## src/sv/cba_pkg.sv

```systemverilog
`default_nettype none
// ----------------------------------------------------------------------------
// cba_pkg
// Shared widths, codes and word types of the contiguous block allocator.
// ----------------------------------------------------------------------------
package cba_pkg;

  // Field widths fixed by the request and result words
  localparam int FILE_ID_W = 8;
  localparam int START_W   = 10;
  localparam int COUNT_W   = 11;
  localparam int STATUS_W  = 2;
  // start + count is at most 1023 + 2047
  localparam int END_W     = 12;

  // Bitmap word geometry
  localparam int WORD_BITS = 32;
  localparam int WORD_SH   = 5;
  localparam int WIDX_W    = END_W - WORD_SH;

  // Default sizes
  localparam int DISK_BLOCKS_DEF = 1024;
  localparam int FILE_SLOTS_DEF  = 256;

  // Commands
  localparam logic CMD_ALLOC  = 1'b0;
  localparam logic CMD_LOOKUP = 1'b1;

  // Result status codes
  localparam logic [STATUS_W-1:0] ST_ALLOCATED = 2'd0;
  localparam logic [STATUS_W-1:0] ST_CANNOT    = 2'd1;
  localparam logic [STATUS_W-1:0] ST_FOUND     = 2'd2;
  localparam logic [STATUS_W-1:0] ST_NOT_FOUND = 2'd3;

  // Bitmap walk operations
  localparam logic BM_OP_CHECK = 1'b0;
  localparam logic BM_OP_MARK  = 1'b1;

  typedef struct packed {
    logic                 cmd;
    logic [FILE_ID_W-1:0] file_id;
    logic [START_W-1:0]   start_block;
    logic [COUNT_W-1:0]   block_count;
  } in_word_t;

  typedef struct packed {
    logic [STATUS_W-1:0] status;
    logic [START_W-1:0]  found_start;
    logic [COUNT_W-1:0]  found_count;
  } out_word_t;

  typedef struct packed {
    logic               valid;
    logic [START_W-1:0] start;
    logic [COUNT_W-1:0] count;
  } ft_entry_t;

  typedef struct packed {
    logic                 re;
    logic                 we;
    logic [FILE_ID_W-1:0] file_id;
    ft_entry_t            entry;
  } ft_req_t;

  typedef struct packed {
    logic      ready;
    ft_entry_t entry;
  } ft_rsp_t;

  typedef struct packed {
    logic               go;
    logic               op;
    logic [START_W-1:0] first;
    logic [END_W-1:0]   last;
  } bm_req_t;

  typedef struct packed {
    logic ready;
    logic done;
    logic hit;
  } bm_rsp_t;

endpackage
`default_nettype wire

```

## src/sv/cba_bitmap.sv

```systemverilog
`default_nettype none
// ----------------------------------------------------------------------------
// cba_bitmap
// Block-used bitmap in 32-bit memory words; walks a block range to check it
// for used blocks or to mark it used, one word read per cycle.
// ----------------------------------------------------------------------------
module cba_bitmap
  import cba_pkg::*;
#(
  parameter int DISK_BLOCKS = DISK_BLOCKS_DEF
) (
  input  wire logic clk,
  input  wire logic rst_n,
  input  wire bm_req_t req,
  output bm_rsp_t   rsp
);

  localparam int BM_WORDS = (DISK_BLOCKS + WORD_BITS - 1) / WORD_BITS;
  localparam int BM_AW    = (BM_WORDS > 1) ? $clog2(BM_WORDS) : 1;
  localparam int WC_W     = ((BM_AW > WIDX_W) ? BM_AW : WIDX_W) + 1;

  localparam logic B_IDLE = 1'b0;
  localparam logic B_RUN  = 1'b1;

  logic [WORD_BITS-1:0] mem [BM_WORDS];
  logic [WORD_BITS-1:0] q_r;

  logic                 state_r, state_nxt;
  logic                 op_r, op_nxt;
  logic [WORD_SH-1:0]   fw_r, fw_nxt;
  logic [WIDX_W-1:0]    lw_r, lw_nxt;
  logic [WORD_SH-1:0]   lo_r, lo_nxt;
  logic [WORD_SH-1:0]   hi_r, hi_nxt;
  logic [WC_W-1:0]      wc_r, wc_nxt;
  logic                 p_vld_r, p_vld_nxt;
  logic [WC_W-1:0]      p_w_r, p_w_nxt;
  logic                 clr_busy_r;
  logic [BM_AW-1:0]     clr_idx_r;

  logic                 issue;
  logic                 p_last;
  logic [WORD_SH-1:0]   lo, hi;
  logic [WORD_BITS-1:0] mask;
  logic                 hit;
  logic                 mark_we;
  logic                 we;
  logic [BM_AW-1:0]     waddr;
  logic [WORD_BITS-1:0] wdata;

  assign issue  = (state_r == B_RUN) && (wc_r <= WC_W'(lw_r));
  assign p_last = (p_w_r == WC_W'(lw_r));
  assign lo     = (p_w_r == WC_W'(fw_r)) ? lo_r : '0;
  assign hi     = p_last ? hi_r : '1;
  assign mask   = ({WORD_BITS{1'b1}} << lo) & ({WORD_BITS{1'b1}} >> (~hi));
  assign hit    = |(q_r & mask);

  assign mark_we = (state_r == B_RUN) && p_vld_r && (op_r == BM_OP_MARK);
  assign we      = clr_busy_r || mark_we;
  assign waddr   = clr_busy_r ? clr_idx_r : p_w_r[BM_AW-1:0];
  assign wdata   = clr_busy_r ? '0 : (q_r | mask);

  always_comb begin
    state_nxt = state_r;
    op_nxt    = op_r;
    fw_nxt    = fw_r;
    lw_nxt    = lw_r;
    lo_nxt    = lo_r;
    hi_nxt    = hi_r;
    wc_nxt    = wc_r;
    p_vld_nxt = issue;
    p_w_nxt   = wc_r;
    rsp.ready = !clr_busy_r && (state_r == B_IDLE);
    rsp.done  = 1'b0;
    rsp.hit   = 1'b0;
    case (state_r)
      B_IDLE: begin
        if (req.go) begin
          state_nxt = B_RUN;
          op_nxt    = req.op;
          fw_nxt    = req.first[START_W-1:WORD_SH];
          lw_nxt    = req.last[END_W-1:WORD_SH];
          lo_nxt    = req.first[WORD_SH-1:0];
          hi_nxt    = req.last[WORD_SH-1:0];
          wc_nxt    = WC_W'(req.first[START_W-1:WORD_SH]);
        end
      end
      B_RUN: begin
        if (issue) begin
          wc_nxt = wc_r + WC_W'(1);
        end
        if (p_vld_r) begin
          if (op_r == BM_OP_CHECK && hit) begin
            // drop the rest of the walk
            rsp.done  = 1'b1;
            rsp.hit   = 1'b1;
            state_nxt = B_IDLE;
          end else if (p_last) begin
            rsp.done  = 1'b1;
            state_nxt = B_IDLE;
          end
        end
      end
      default: begin
        state_nxt = B_IDLE;
      end
    endcase
  end

  always_ff @(posedge clk) begin
    if (!rst_n) begin
      state_r    <= B_IDLE;
      p_vld_r    <= 1'b0;
      clr_busy_r <= 1'b1;
      clr_idx_r  <= '0;
    end else begin
      state_r <= state_nxt;
      p_vld_r <= p_vld_nxt;
      if (clr_busy_r) begin
        if (clr_idx_r == BM_AW'(BM_WORDS - 1)) begin
          clr_busy_r <= 1'b0;
        end else begin
          clr_idx_r <= clr_idx_r + BM_AW'(1);
        end
      end
    end
  end

  always_ff @(posedge clk) begin
    op_r  <= op_nxt;
    fw_r  <= fw_nxt;
    lw_r  <= lw_nxt;
    lo_r  <= lo_nxt;
    hi_r  <= hi_nxt;
    wc_r  <= wc_nxt;
    p_w_r <= p_w_nxt;
  end

  always_ff @(posedge clk) begin
    if (we) begin
      mem[waddr] <= wdata;
    end
  end

  always_ff @(posedge clk) begin
    if (issue) begin
      q_r <= mem[wc_r[BM_AW-1:0]];
    end
  end

endmodule
`default_nettype wire

```

## config.mk

```make
export PLATFORM = sky130hd
export DESIGN_NAME = cba_bitmap
export DESIGN_NICKNAME = d
export VERILOG_FILES = /design/src/sv/cba_pkg.sv /design/src/sv/cba_bitmap.sv
export SDC_FILE = /design/constraint.sdc
export NUM_CORES = 1
export LEC_CHECK = 0
export BUFFER_PORTS_ARGS = -buffer_cell sky130_fd_sc_hd__buf_2
export CORE_MARGIN = 10
export CORE_UTILIZATION = 30
export CTS_CLUSTER_SIZE = 12
export DETAILED_ROUTE_END_ITERATION = 10
export GPL_TIMING_DRIVEN = 0
export PLACE_DENSITY = 0.43
export SKIP_LAST_GASP = 1
export SLEW_MARGIN = 10
export SYNTH_ARGS = -nofsm -noshare
export SYNTH_HDL_FRONTEND = slang
export SYNTH_SLANG_ARGS = --single-unit
```

## constraint.sdc

```tcl
create_clock -name clk -period 4.7 [get_ports clk]
set_input_delay 0.94 -clock clk [delete_from_list [all_inputs] [get_ports clk]]
set_output_delay 0.94 -clock clk [all_outputs]
set_load 0.03 [all_outputs]
```

==> reports/metrics.cfg, run 1 <==
[detailed_routing]
ant_nets=0
vias=21100
drtPass1Iterations=5
met3_length_um=5300
wire_per_inst_um=29.3
drt_iter0_markers=2127
wl_met1_um=54700
drc=0
wirelength_um=123000
avgViaCountPerCell=5.04
top_layer=met5
wl_met2_um=59900

[global_route]
antenna_found_initial=4
grt_util_all_layers_pct=15.3
first_global_vias=22000
grt_pass1_wl_um=172000
grt_max_degree=33
gr-total-overflow=0

[die]
die_h_um=399
pin_count=29
fp.dieW_um=399
initial_core_util_pct=30.1
rows=139
core_sq_mm=0.143
die_area_sq_mm=0.160

[synth]
syn_area_sq_mm=0.0432
synthTopCellsByArea=edfxtp_1 76%, mux4_2 17%, mux2_2 0.94%
synth.net_count=1975
syn_inst=1939
synth_top_area_cell=edfxtp_1
synth-seq-area-share_pct=76.3
synth_ff_type=edfxtp_1
ys_warn_count=0
async_flop_share_pct=0
yosysTopAreaCellShare_pct=75.6
synth_edf_count=1087
ys_types=60
ys_ff_latch=1103
syn_area_per_cell_sq_um=22.3

[clock_network]
ctsLongestPathBuffers=3
root_buffer=clkbuf_16
h-tree-depth=3
cts.sinks=1103
cts_buffers=119
cts_tree=done
hold_buffers=0
clkLatencyLatePin_ns=0.75
clkTransAtPathRegs_ns=0.06

[timing]
final.setup.tns_ns=0
max_slew_margin_pct=9.02
fin_skew_ns=0.0352
drv_slew=0
grt_setup_unrepaired=yes
min_period_over_period_pct=99.4
tightestPinTransition_ns=1.36
max_freq_mhz=214
period_minus_slack_ns=4.67
hold_violations=0
setup_viol=0

[worst_setup_path]
slowest_delay_ns=0.44
r2r_end=q_r[24]
reg2reg_depth=6
cp.arrival_ns=3.73
crit_top_cell=nand4_1
r2r_slack_ns=0.12
critical_path_class=register to output port
cp_slowest_cell=edfxtp_1
path_cells=xnor2_2 > nand4_1 > o311a_1 > nor4_2 > o311ai_0 > nor2_2 > nand4_1 > buf_4 > and4_1 > clkbuf_4
timing.rr.start=p_w_nxt[1]
required_ns=3.76
cp_max_fo=3
cp-start-kind=register
endpoint_kind=output port

[hold_path]
min_from=req[7]
hp-class=input pin to register
whs_path_depth=1
min_delay_worst_endpoint=lw_r[2]

[placement]
portBuffers=28
gp_congestion=0.889
place_hpwl_um=84700

[cells_and_area]
drive_gt1_share_pct=34.5
areaGrowthSynthToFinish_pct=19.7
fill_cells=13300
nets=2224
fin_util_pct=36.1
diodes=0

[run]
cap_violations=0

[outcome]
status=complete, no violations

[pwr]
power.density_mw_per_mm2=421
peakVddDrop_mv=0.288
p_leak_nw=16.4

[cells by family (layout without fill, tap and decap cells)]
kind of cell	count (synthesis)	count (layout)	synth area share (%)
AOI/OAI and AO/OA	113	113	1.73
xor gates and xnor gates	21	21	0.426
adders and majority gates	10	10	0.290
buffers and inverters	140	485	1.34
DFF	1103	1103	76.3
muxes	360	360	17.7
and+or+nand+nor	192	192	2.20
[placed cells by master (no fill, tap or decap), drive strengths merged, types with 9 or more instances in the layout]
cell type / count
ha: 10
mux4: 320
o21a: 10
buf: 167
dfxtp: 16
clkinv: 58
nand3: 19
nand2: 29
and2: 15
xnor2: 12
o22ai: 17
a21oi: 33
o21ai: 16
mux2: 36
edfxtp: 1087
clkbuf: 213
nor2: 84
xor2: 9
and3: 9
inv: 38
[routing by layer]
metal / global-route usage (%) / up-vias
li1: - / 8695
met1: 21.1 / 11700
met2: 25.3 / 558
met3: 2.55 / 168
met4: 3.59 / 2
met5: 0 / -
[through the flow]
stage / instances / hold slack [ns] / setup WS (ns) / instance area [sq um] / power (mW)
floorplan: 1939 / 0.372 / 0.727 / 43200 / 12.3
global placement: 3870 / 0.411 / -1.29 / 45700 / 13.0
detailed placement: 3953 / 0.406 / -0.117 / 47600 / 13.1
CTS: 4181 / 0.310 / 0.000216 / 51500 / 22.0
global route: 4187 / 0.321 / -0.0578 / 51700 / 22.5
finish: 4187 / 0.363 / 0.0291 / 51700 / 21.8
[final cells by class]
type / instances / area, sq um / area share [%]
Sequential cell: 1103 / 33000 / 63.7
Multi-Input combinational cell: 696 / 10300 / 20.0
Clock buffer: 146 / 3100 / 5.99
Tap cell: 1903 / 2380 / 4.60
Timing Repair Buffer: 128 / 1760 / 3.41
Clock inverter: 71 / 554 / 1.07
Buffer: 106 / 497 / 0.960
Inverter: 34 / 128 / 0.247
[how the worst max path moves through the flow]
stage / startpoint / endpoint / slack [ns] / cells past startpoint
floorplan: p_w_nxt[0] / q_r[0] / 0.73 / 13
global placement: clr_busy_r / mem[21][15] / -1.29 / 6
detailed placement: lw_r[6] / rsp[1] / -0.12 / 10
CTS: fw_r[3] / rsp[1] / 0.0002 / 12
global route: lw_r[1] / rsp[1] / -0.06 / 12
finish: fw_r[1] / rsp[1] / 0.03 / 10
[timing repair]
| action | CTS | global route |
|---|---|---|
| pin swaps | 8 | 15 |
| setup endpoints to repair | 3 | 2 |
| setup buffers | 11 | 6 |
| resized for setup | 30 | 34 |
[Yosys cell counts, types with 3 or more instances]
library cell / count
edfxtp_1: 1087
mux4_2: 320
nor2_1: 84
clkbuf_1: 66
mux2_2: 36
inv_1: 34
a21oi_1: 33
nand2_1: 29
buf_2: 28
nand3_1: 17
o22ai_1: 17
dfxtp_1: 16
and2_1: 15
o21ai_0: 15
xnor2_1: 12
ha_1: 10
o21a_1: 10
and3_1: 9
xor2_1: 9
buf_1: 8
nand4_1: 6
nor2b_1: 5
or2_2: 5
mux2i_1: 4
nor4_2: 4
o211ai_1: 4
o22a_1: 4
a31oi_1: 3
buf_4: 3
nand2b_1: 3
o221ai_1: 3
o31a_1: 3
or3_1: 3
[registers in the layout, indices dropped and copies added, names as in the netlist]
register    flops
clr_busy_r      1
clr_idx_r       5
fw_r            5
hi_r            5
lo_r            5
lw_r            7
mem          1024
op_r            1
p_vld_r         1
p_w_nxt         8
p_w_r           8
q_r            32
state_r         1
[critical path, delay by kind of cell (launching register included)]
kind                      cells  cell delay (ns)
AOI/OAI and AO/OA             2             0.68
xor gates and xnor gates      1             0.25
buffers and inverters         2             0.37
DFF                           1             0.44
and+or+nand+nor               5             1.25
[power breakdown]
group	switching, mW	internal [mW]
Clock	3.85	5.04
Combinational	1.09	0.856
Sequential	0.0789	10.9
Total	5.02	16.7
Note: power is estimated with default switching activity, not from simulation.
==> run 2: changes to the inputs <==
--- a/config.mk
+++ b/config.mk
@@ -11,7 +11,7 @@
 export CTS_CLUSTER_SIZE = 12
 export DETAILED_ROUTE_END_ITERATION = 10
 export GPL_TIMING_DRIVEN = 0
-export PLACE_DENSITY = 0.43
+export PLACE_DENSITY = 0.44
 export SKIP_LAST_GASP = 1
 export SLEW_MARGIN = 10
 export SYNTH_ARGS = -nofsm -noshare
==> constraint.sdc (replaced) <==
create_clock -name clk -period 3.75 [get_ports clk]
set_input_delay 0.75 -clock clk [delete_from_list [all_inputs] [get_ports clk]]
set_output_delay 0.75 -clock clk [all_outputs]
set_load 0.03 [all_outputs]
==> reports/metrics.cfg, run 2 (synthesis gave the netlist of run 1 again) <==
[hold_path]
hp-class=input pin to register  ; unchanged
min_from=req[5]  ; was req[7]
min_delay_worst_endpoint=lw_r[0]  ; was lw_r[2]
whs_path_depth=1  ; unchanged

[timing]
max_freq_mhz=225
setup_viol=2  ; was 0
drv_slew=0  ; unchanged
grt_setup_unrepaired=yes  ; unchanged
fin_skew_ns=0.0283  ; was 0.0352 ns
tightestPinTransition_ns=1.17  ; was 1.36 ns
min_period_over_period_pct=119
final.setup.tns_ns=-1.33  ; was 0 ns
hold_slack_ns=0.186  ; was 0.363 ns
hold_violations=0  ; unchanged
setup_slack_ns=-0.703  ; was 0.0291 ns
max_slew_margin_pct=21.9  ; was 9.02%
period_minus_slack_ns=4.45

[cells_and_area]
layout.cells.most_common=edfxtp_1  ; unchanged
largest_reg_flops=1024  ; unchanged
seq_area_sq_mm=0.0330  ; about the same
areaGrowthSynthToFinish_pct=19.8  ; was 19.7%
fill_cells=13200  ; was 13300
diodes=0  ; unchanged
finalInstanceArea_sq_mm=0.0518  ; was 0.0517 sq mm
top_register=mem  ; unchanged
nets=2220  ; was 2224
drive_gt1_share_pct=35.8  ; was 34.5%
layout_common_cells=1087 x edfxtp_1, 320 x mux4_2, 120 x clkbuf_16  ; unchanged
top_regs=mem (1024), q_r (32)  ; unchanged
final_cells=4187  ; unchanged
multiInputGateArea_sq_mm=0.0103  ; about the same

[clock_network]
root_buffer=clkbuf_16  ; unchanged
clkLatencyLatePin_ns=0.74  ; was 0.75 ns
cts.sinks=1103  ; unchanged
cts_tree=done  ; unchanged
ctsLongestPathBuffers=3  ; unchanged
clkTransAtPathRegs_ns=0.06  ; about the same
cts_buffers=120  ; was 119
h-tree-depth=3  ; unchanged
hold_buffers=0  ; unchanged

[placement]
dp.cells=3945  ; was 3953
portBuffers=28  ; unchanged
placed_area_sq_mm=0.0475  ; was 0.0476 sq mm
place_hpwl_um=84500  ; was 84700 um
gp_congestion=0.889  ; about the same

[pwr]
peakVddDrop_mv=0.400  ; was 0.288 mV
p_clk_share_pct=41.2  ; was 40.8%
switching_power_mw=6.29  ; was 5.02 mW
p_leak_nw=16.5  ; was 16.4 nW
power.share.combinational_pct=8.8  ; was 8.9%
internal-power_mw=21.1  ; was 16.7 mW
seqPwrFrac_pct=49.9  ; was 50.2%
power.density_mw_per_mm2=530  ; was 421 mW/mm^2
finalPower_mw=27.4  ; was 21.8 mW
swShare_pct=22.9  ; was 23.1%

[worst_setup_path]
cp.arrival_ns=3.70  ; was 3.73 ns
critPathTopFamily=simple AND/OR/NAND/NOR gates  ; unchanged
critical_path_class=register to output port  ; unchanged
path_buf_inv=4  ; was 2
cp_max_fo=2  ; was 3
slowest_delay_ns=0.43  ; was 0.44 ns
endpoint_kind=output port  ; unchanged
cp-start-kind=register  ; unchanged
reg2reg_depth=6  ; unchanged
cp_slowest_cell=o311a_1  ; was edfxtp_1
r2r_end=q_r[5]  ; was q_r[24]
required_ns=3.00  ; was 3.76 ns
timing.rr.start=p_w_nxt[1]  ; unchanged
r2r_slack_ns=0.10  ; was 0.12 ns
path_cells=xnor2_2 > buf_4 > nand4_1 > o311a_1 > nor4_2 > o311ai_0 > nor2_1 > buf_4 > nand4_1 > buf_6 > and4_4 > buf_6  ; was xnor2_2 > nand4_1 > o311a_1 > nor4_2 > o311ai_0 > nor2_2 > nand4_1 > buf_4 > and4_1 > clkbuf_4

[global_route]
grt_pass1_wl_um=171000  ; was 172000 um
first_global_vias=22400  ; was 22000
antenna_found_initial=2  ; was 4
grt_util_all_layers_pct=15.2  ; was 15.3%
grt_max_degree=33  ; unchanged
gr-total-overflow=0  ; unchanged

[die]
initial_core_util_pct=30.1  ; unchanged
core_sq_mm=0.143  ; unchanged
rows=139  ; unchanged
die_area_sq_mm=0.160  ; unchanged
fp.dieW_um=399  ; unchanged
die_h_um=399  ; unchanged
pin_count=29  ; unchanged

[detailed_routing]
drtPass1Iterations=5  ; unchanged
wirelength_um=121000  ; was 123000 um
drc=0  ; unchanged
ant_nets=0  ; unchanged
vias=21100  ; about the same
avgViaCountPerCell=5.05  ; was 5.04
drt_iter0_markers=2028  ; was 2127
wire_per_inst_um=28.9  ; was 29.3 um

[run]
cap_violations=0  ; unchanged

[outcome]
status=finished with violations  ; was complete, no violations
violations=setup timing

## run 2: worst max-delay path by stage
| stage | slack, ns | start | depth (start not counted) | end |
|---|---|---|---|---|
| floorplan | 0.30 | p_w_nxt[0] | 13 | q_r[0] |
| global placement | -2.34 | clr_busy_r | 6 | mem[31][16] |
| detailed placement | -0.76 | lw_r[6] | 10 | rsp[1] |
| CTS | -0.67 | lw_r[5] | 13 | rsp[1] |
| global route | -0.80 | lw_r[6] | 13 | rsp[1] |
| finish | -0.70 | fw_r[2] | 12 | rsp[1] |
## run 2: per-layer routing
layer / wire [um] / track usage [%]
met1: 51600 / 20.1
met2: 60100 / 25.5
met3: 5640 / 2.50
met4: 3770 / 4.58
met5: 0 / 0
## run 2: layout make-up
cell class / count / area share, %
Clock inverter: 77 / 1.24
Multi-Input combinational cell: 696 / 19.8
Sequential cell: 1103 / 63.7
Tap cell: 1903 / 4.60
Buffer: 106 / 1.07
Inverter: 34 / 0.247
Clock buffer: 145 / 5.98
Timing Repair Buffer: 123 / 3.36
## run 2: metrics by stage
| step | util [%] | worst slack [ns] |
|---|---|---|
| after detailed placement | 33.1 | -0.755 |
| after CTS | 36.1 | -0.672 |
| after global placement | 31.9 | -2.34 |
| after global routing | 36.1 | -0.800 |
| after floorplan | - | 0.301 |
| final | 36.1 | -0.703 |
## run 2: power groups by stage
stage / Combinational, mW / Sequential, mW / Clock, mW
3_3_place_gp: 2.33 / 14.0 / 0
3_5_place_dp: 2.42 / 14.0 / 0
2_1_floorplan: 1.48 / 13.9 / 0
6_report: 2.42 / 13.7 / 11.3
5_1_grt: 2.57 / 13.7 / 12.1
4_1_cts: 2.48 / 13.7 / 11.6
## run 2: repair_timing
action                     4_1_cts  5_1_grt
buffers inserted                17        3
pin swaps                       18        7
gates resized for setup         76       20
setup endpoints to repair       75       49
==> run 3: changes to the inputs <==
--- a/config.mk
+++ b/config.mk
@@ -6,6 +6,7 @@
 export NUM_CORES = 1
 export LEC_CHECK = 0
 export BUFFER_PORTS_ARGS = -buffer_cell sky130_fd_sc_hd__buf_2
+export CORE_ASPECT_RATIO = 0.9
 export CORE_MARGIN = 10
 export CORE_UTILIZATION = 30
 export CTS_CLUSTER_SIZE = 12
==> reports/metrics.cfg, run 3 (synthesis gave the netlist of run 1 again) <==
[die]
pin_count=29  ; unchanged
die_h_um=380  ; was 399 um
initial_core_util_pct=30.1  ; about the same
fp.dieW_um=420  ; was 399 um
rows=132  ; was 139
core_sq_mm=0.144  ; was 0.143 sq mm
die_area_sq_mm=0.160  ; about the same

[timing]
setup_slack_ns=-0.609  ; was -0.703 ns
period_minus_slack_ns=4.36  ; was 4.45 ns
min_period_over_period_pct=116  ; was 119%
grt_setup_unrepaired=yes  ; unchanged
hold_violations=0  ; unchanged
setup_viol=2  ; unchanged
hold_slack_ns=0.195  ; was 0.186 ns
max_freq_mhz=229  ; was 225 MHz
max_slew_margin_pct=18.8  ; was 21.9%
drv_slew=0  ; unchanged
tightestPinTransition_ns=1.22  ; was 1.17 ns
fin_skew_ns=0.0338  ; was 0.0283 ns

[detailed_routing]
vias=21200  ; was 21100
drt_iter0_markers=1946  ; was 2028
ant_nets=0  ; unchanged
wire_per_inst_um=28.9  ; about the same
drc=0  ; unchanged
wirelength_um=120000  ; was 121000 um
drtPass1Iterations=5  ; unchanged
avgViaCountPerCell=5.10  ; was 5.05

[clock_network]
root_buffer=clkbuf_16  ; unchanged
clkTransAtPathRegs_ns=0.06  ; about the same
h-tree-depth=3  ; unchanged
hold_buffers=0  ; unchanged
cts_buffers=115  ; was 120
cts_tree=done  ; unchanged
ctsLongestPathBuffers=3  ; unchanged
clkLatencyLatePin_ns=0.73  ; was 0.74 ns
cts.sinks=1103  ; unchanged

[cells_and_area]
top_regs=mem (1024), q_r (32)  ; unchanged
layout_common_cells=1087 x edfxtp_1, 320 x mux4_2, 118 x clkbuf_16  ; was 1087 x edfxtp_1, 320 x mux4_2, 120 x clkbuf_16
drive_gt1_share_pct=35.1  ; was 35.8%
finalInstanceArea_sq_mm=0.0515  ; was 0.0518 sq mm
areaGrowthSynthToFinish_pct=19.1  ; was 19.8%
final_cells=4150  ; was 4187
layout.cells.most_common=edfxtp_1  ; unchanged
top_register=mem  ; unchanged
fin_util_pct=35.9  ; was 36.1%
nets=2222  ; was 2220
largest_reg_flops=1024  ; unchanged

[global_route]
grt_util_all_layers_pct=14.9  ; was 15.2%
antenna_found_initial=3  ; was 2
first_global_vias=22000  ; was 22400
gr-total-overflow=0  ; unchanged
grt_max_degree=33  ; unchanged
grt_pass1_wl_um=169000  ; was 171000 um

[worst_setup_path]
cp_max_fo=3  ; was 2
timing.rr.start=p_w_nxt[1]  ; unchanged
cp-start-kind=register  ; unchanged
r2r_slack_ns=0.07  ; was 0.10 ns
cp.arrival_ns=3.61  ; was 3.70 ns
reg2reg_depth=6  ; unchanged
r2r_end=q_r[10]  ; was q_r[5]
required_ns=3.00  ; about the same
critical_path_class=register to output port  ; unchanged
endpoint_kind=output port  ; unchanged

[placement]
portBuffers=28  ; unchanged
dp.cells=3924  ; was 3945
place_hpwl_um=83500  ; was 84500 um
placed_area_sq_mm=0.0475  ; about the same
gp_congestion=0.853  ; was 0.889

[outcome]
violations=setup timing  ; unchanged
status=finished with violations  ; unchanged

[hold_path]
min_from=req[15]  ; was req[5]
min_delay_worst_endpoint=lo_r[3]  ; was lw_r[0]
hp-class=input pin to register  ; unchanged
whs_path_depth=1  ; unchanged

[pwr]
p_leak_nw=16.3  ; was 16.5 nW
peakVddDrop_mv=0.449  ; was 0.400 mV
power.density_mw_per_mm2=518  ; was 530 mW/mm^2

[run]
cap_violations=0  ; unchanged

-- run 3: final cells by class --
class	instances	area, sq um
Tap cell	1876	2350
Multi-Input combinational cell	696	10300
Clock inverter	52	330
Fill cell	13100	92100
Sequential cell	1103	33000
Buffer	106	554
Inverter	34	128
Timing Repair Buffer	130	1770
Clock buffer	152	3090
Antenna cell	1	2.50
-- run 3: worst max path at each step --
stage                          start           to  depth (start not counted)
after floorplan           p_w_nxt[0]       q_r[0]                         13
after global placement    clr_busy_r  mem[27][18]                          6
after detailed placement     lw_r[6]       rsp[1]                         10
after CTS                    lw_r[6]       rsp[1]                         12
after global routing         lw_r[2]       rsp[1]                         12
final                        lw_r[4]       rsp[1]                         12
-- run 3: per-layer routing --
metal / GRT usage [%] / wire [um]
met1: 21.2 / 53700
met2: 23.9 / 57700
met3: 2.81 / 6710
met4: 2.66 / 2010
met5: 0 / 0
-- run 3: where the power goes --
| group | internal (mW) | switching, mW |
|---|---|---|
| combinational | 1.07 | 1.35 |
| clock | 5.88 | 4.65 |
| sequential | 13.6 | 0.0970 |
-- run 3: through the flow --
| step | power [mW] | TNS (ns) | setup slack (ns) |
|---|---|---|---|
| 2_1_floorplan | 15.4 | 0 | 0.301 |
| 3_3_place_gp | 16.3 | -2064.13 | -2.13 |
| 3_5_place_dp | 16.4 | -24.74 | -0.574 |
| 4_1_cts | 27.0 | -1.24 | -0.639 |
| 5_1_grt | 27.6 | -1.43 | -0.732 |
| 6_report | 26.7 | -1.19 | -0.609 |
-- run 3: critical path, cell delays in order, from the launching register on --
cell and delay (ns):
edfxtp_1 0.42, xor2_1 0.21, nor4_4 0.28, buf_4 0.18, nand3b_1 0.18, buf_6 0.19
o32ai_4 0.35, o32ai_4 0.16, nor4_4 0.31, nand4_1 0.13, buf_4 0.18, and4_4 0.18
buf_6 0.13
-- run 3: repair_timing --
item                       in CTS  in global routing
setup endpoints to repair      75                 11
setup buffers                  14                  6
gates resized for setup        71                 21
gates cloned                    0                  1
pin swaps                      15                 16
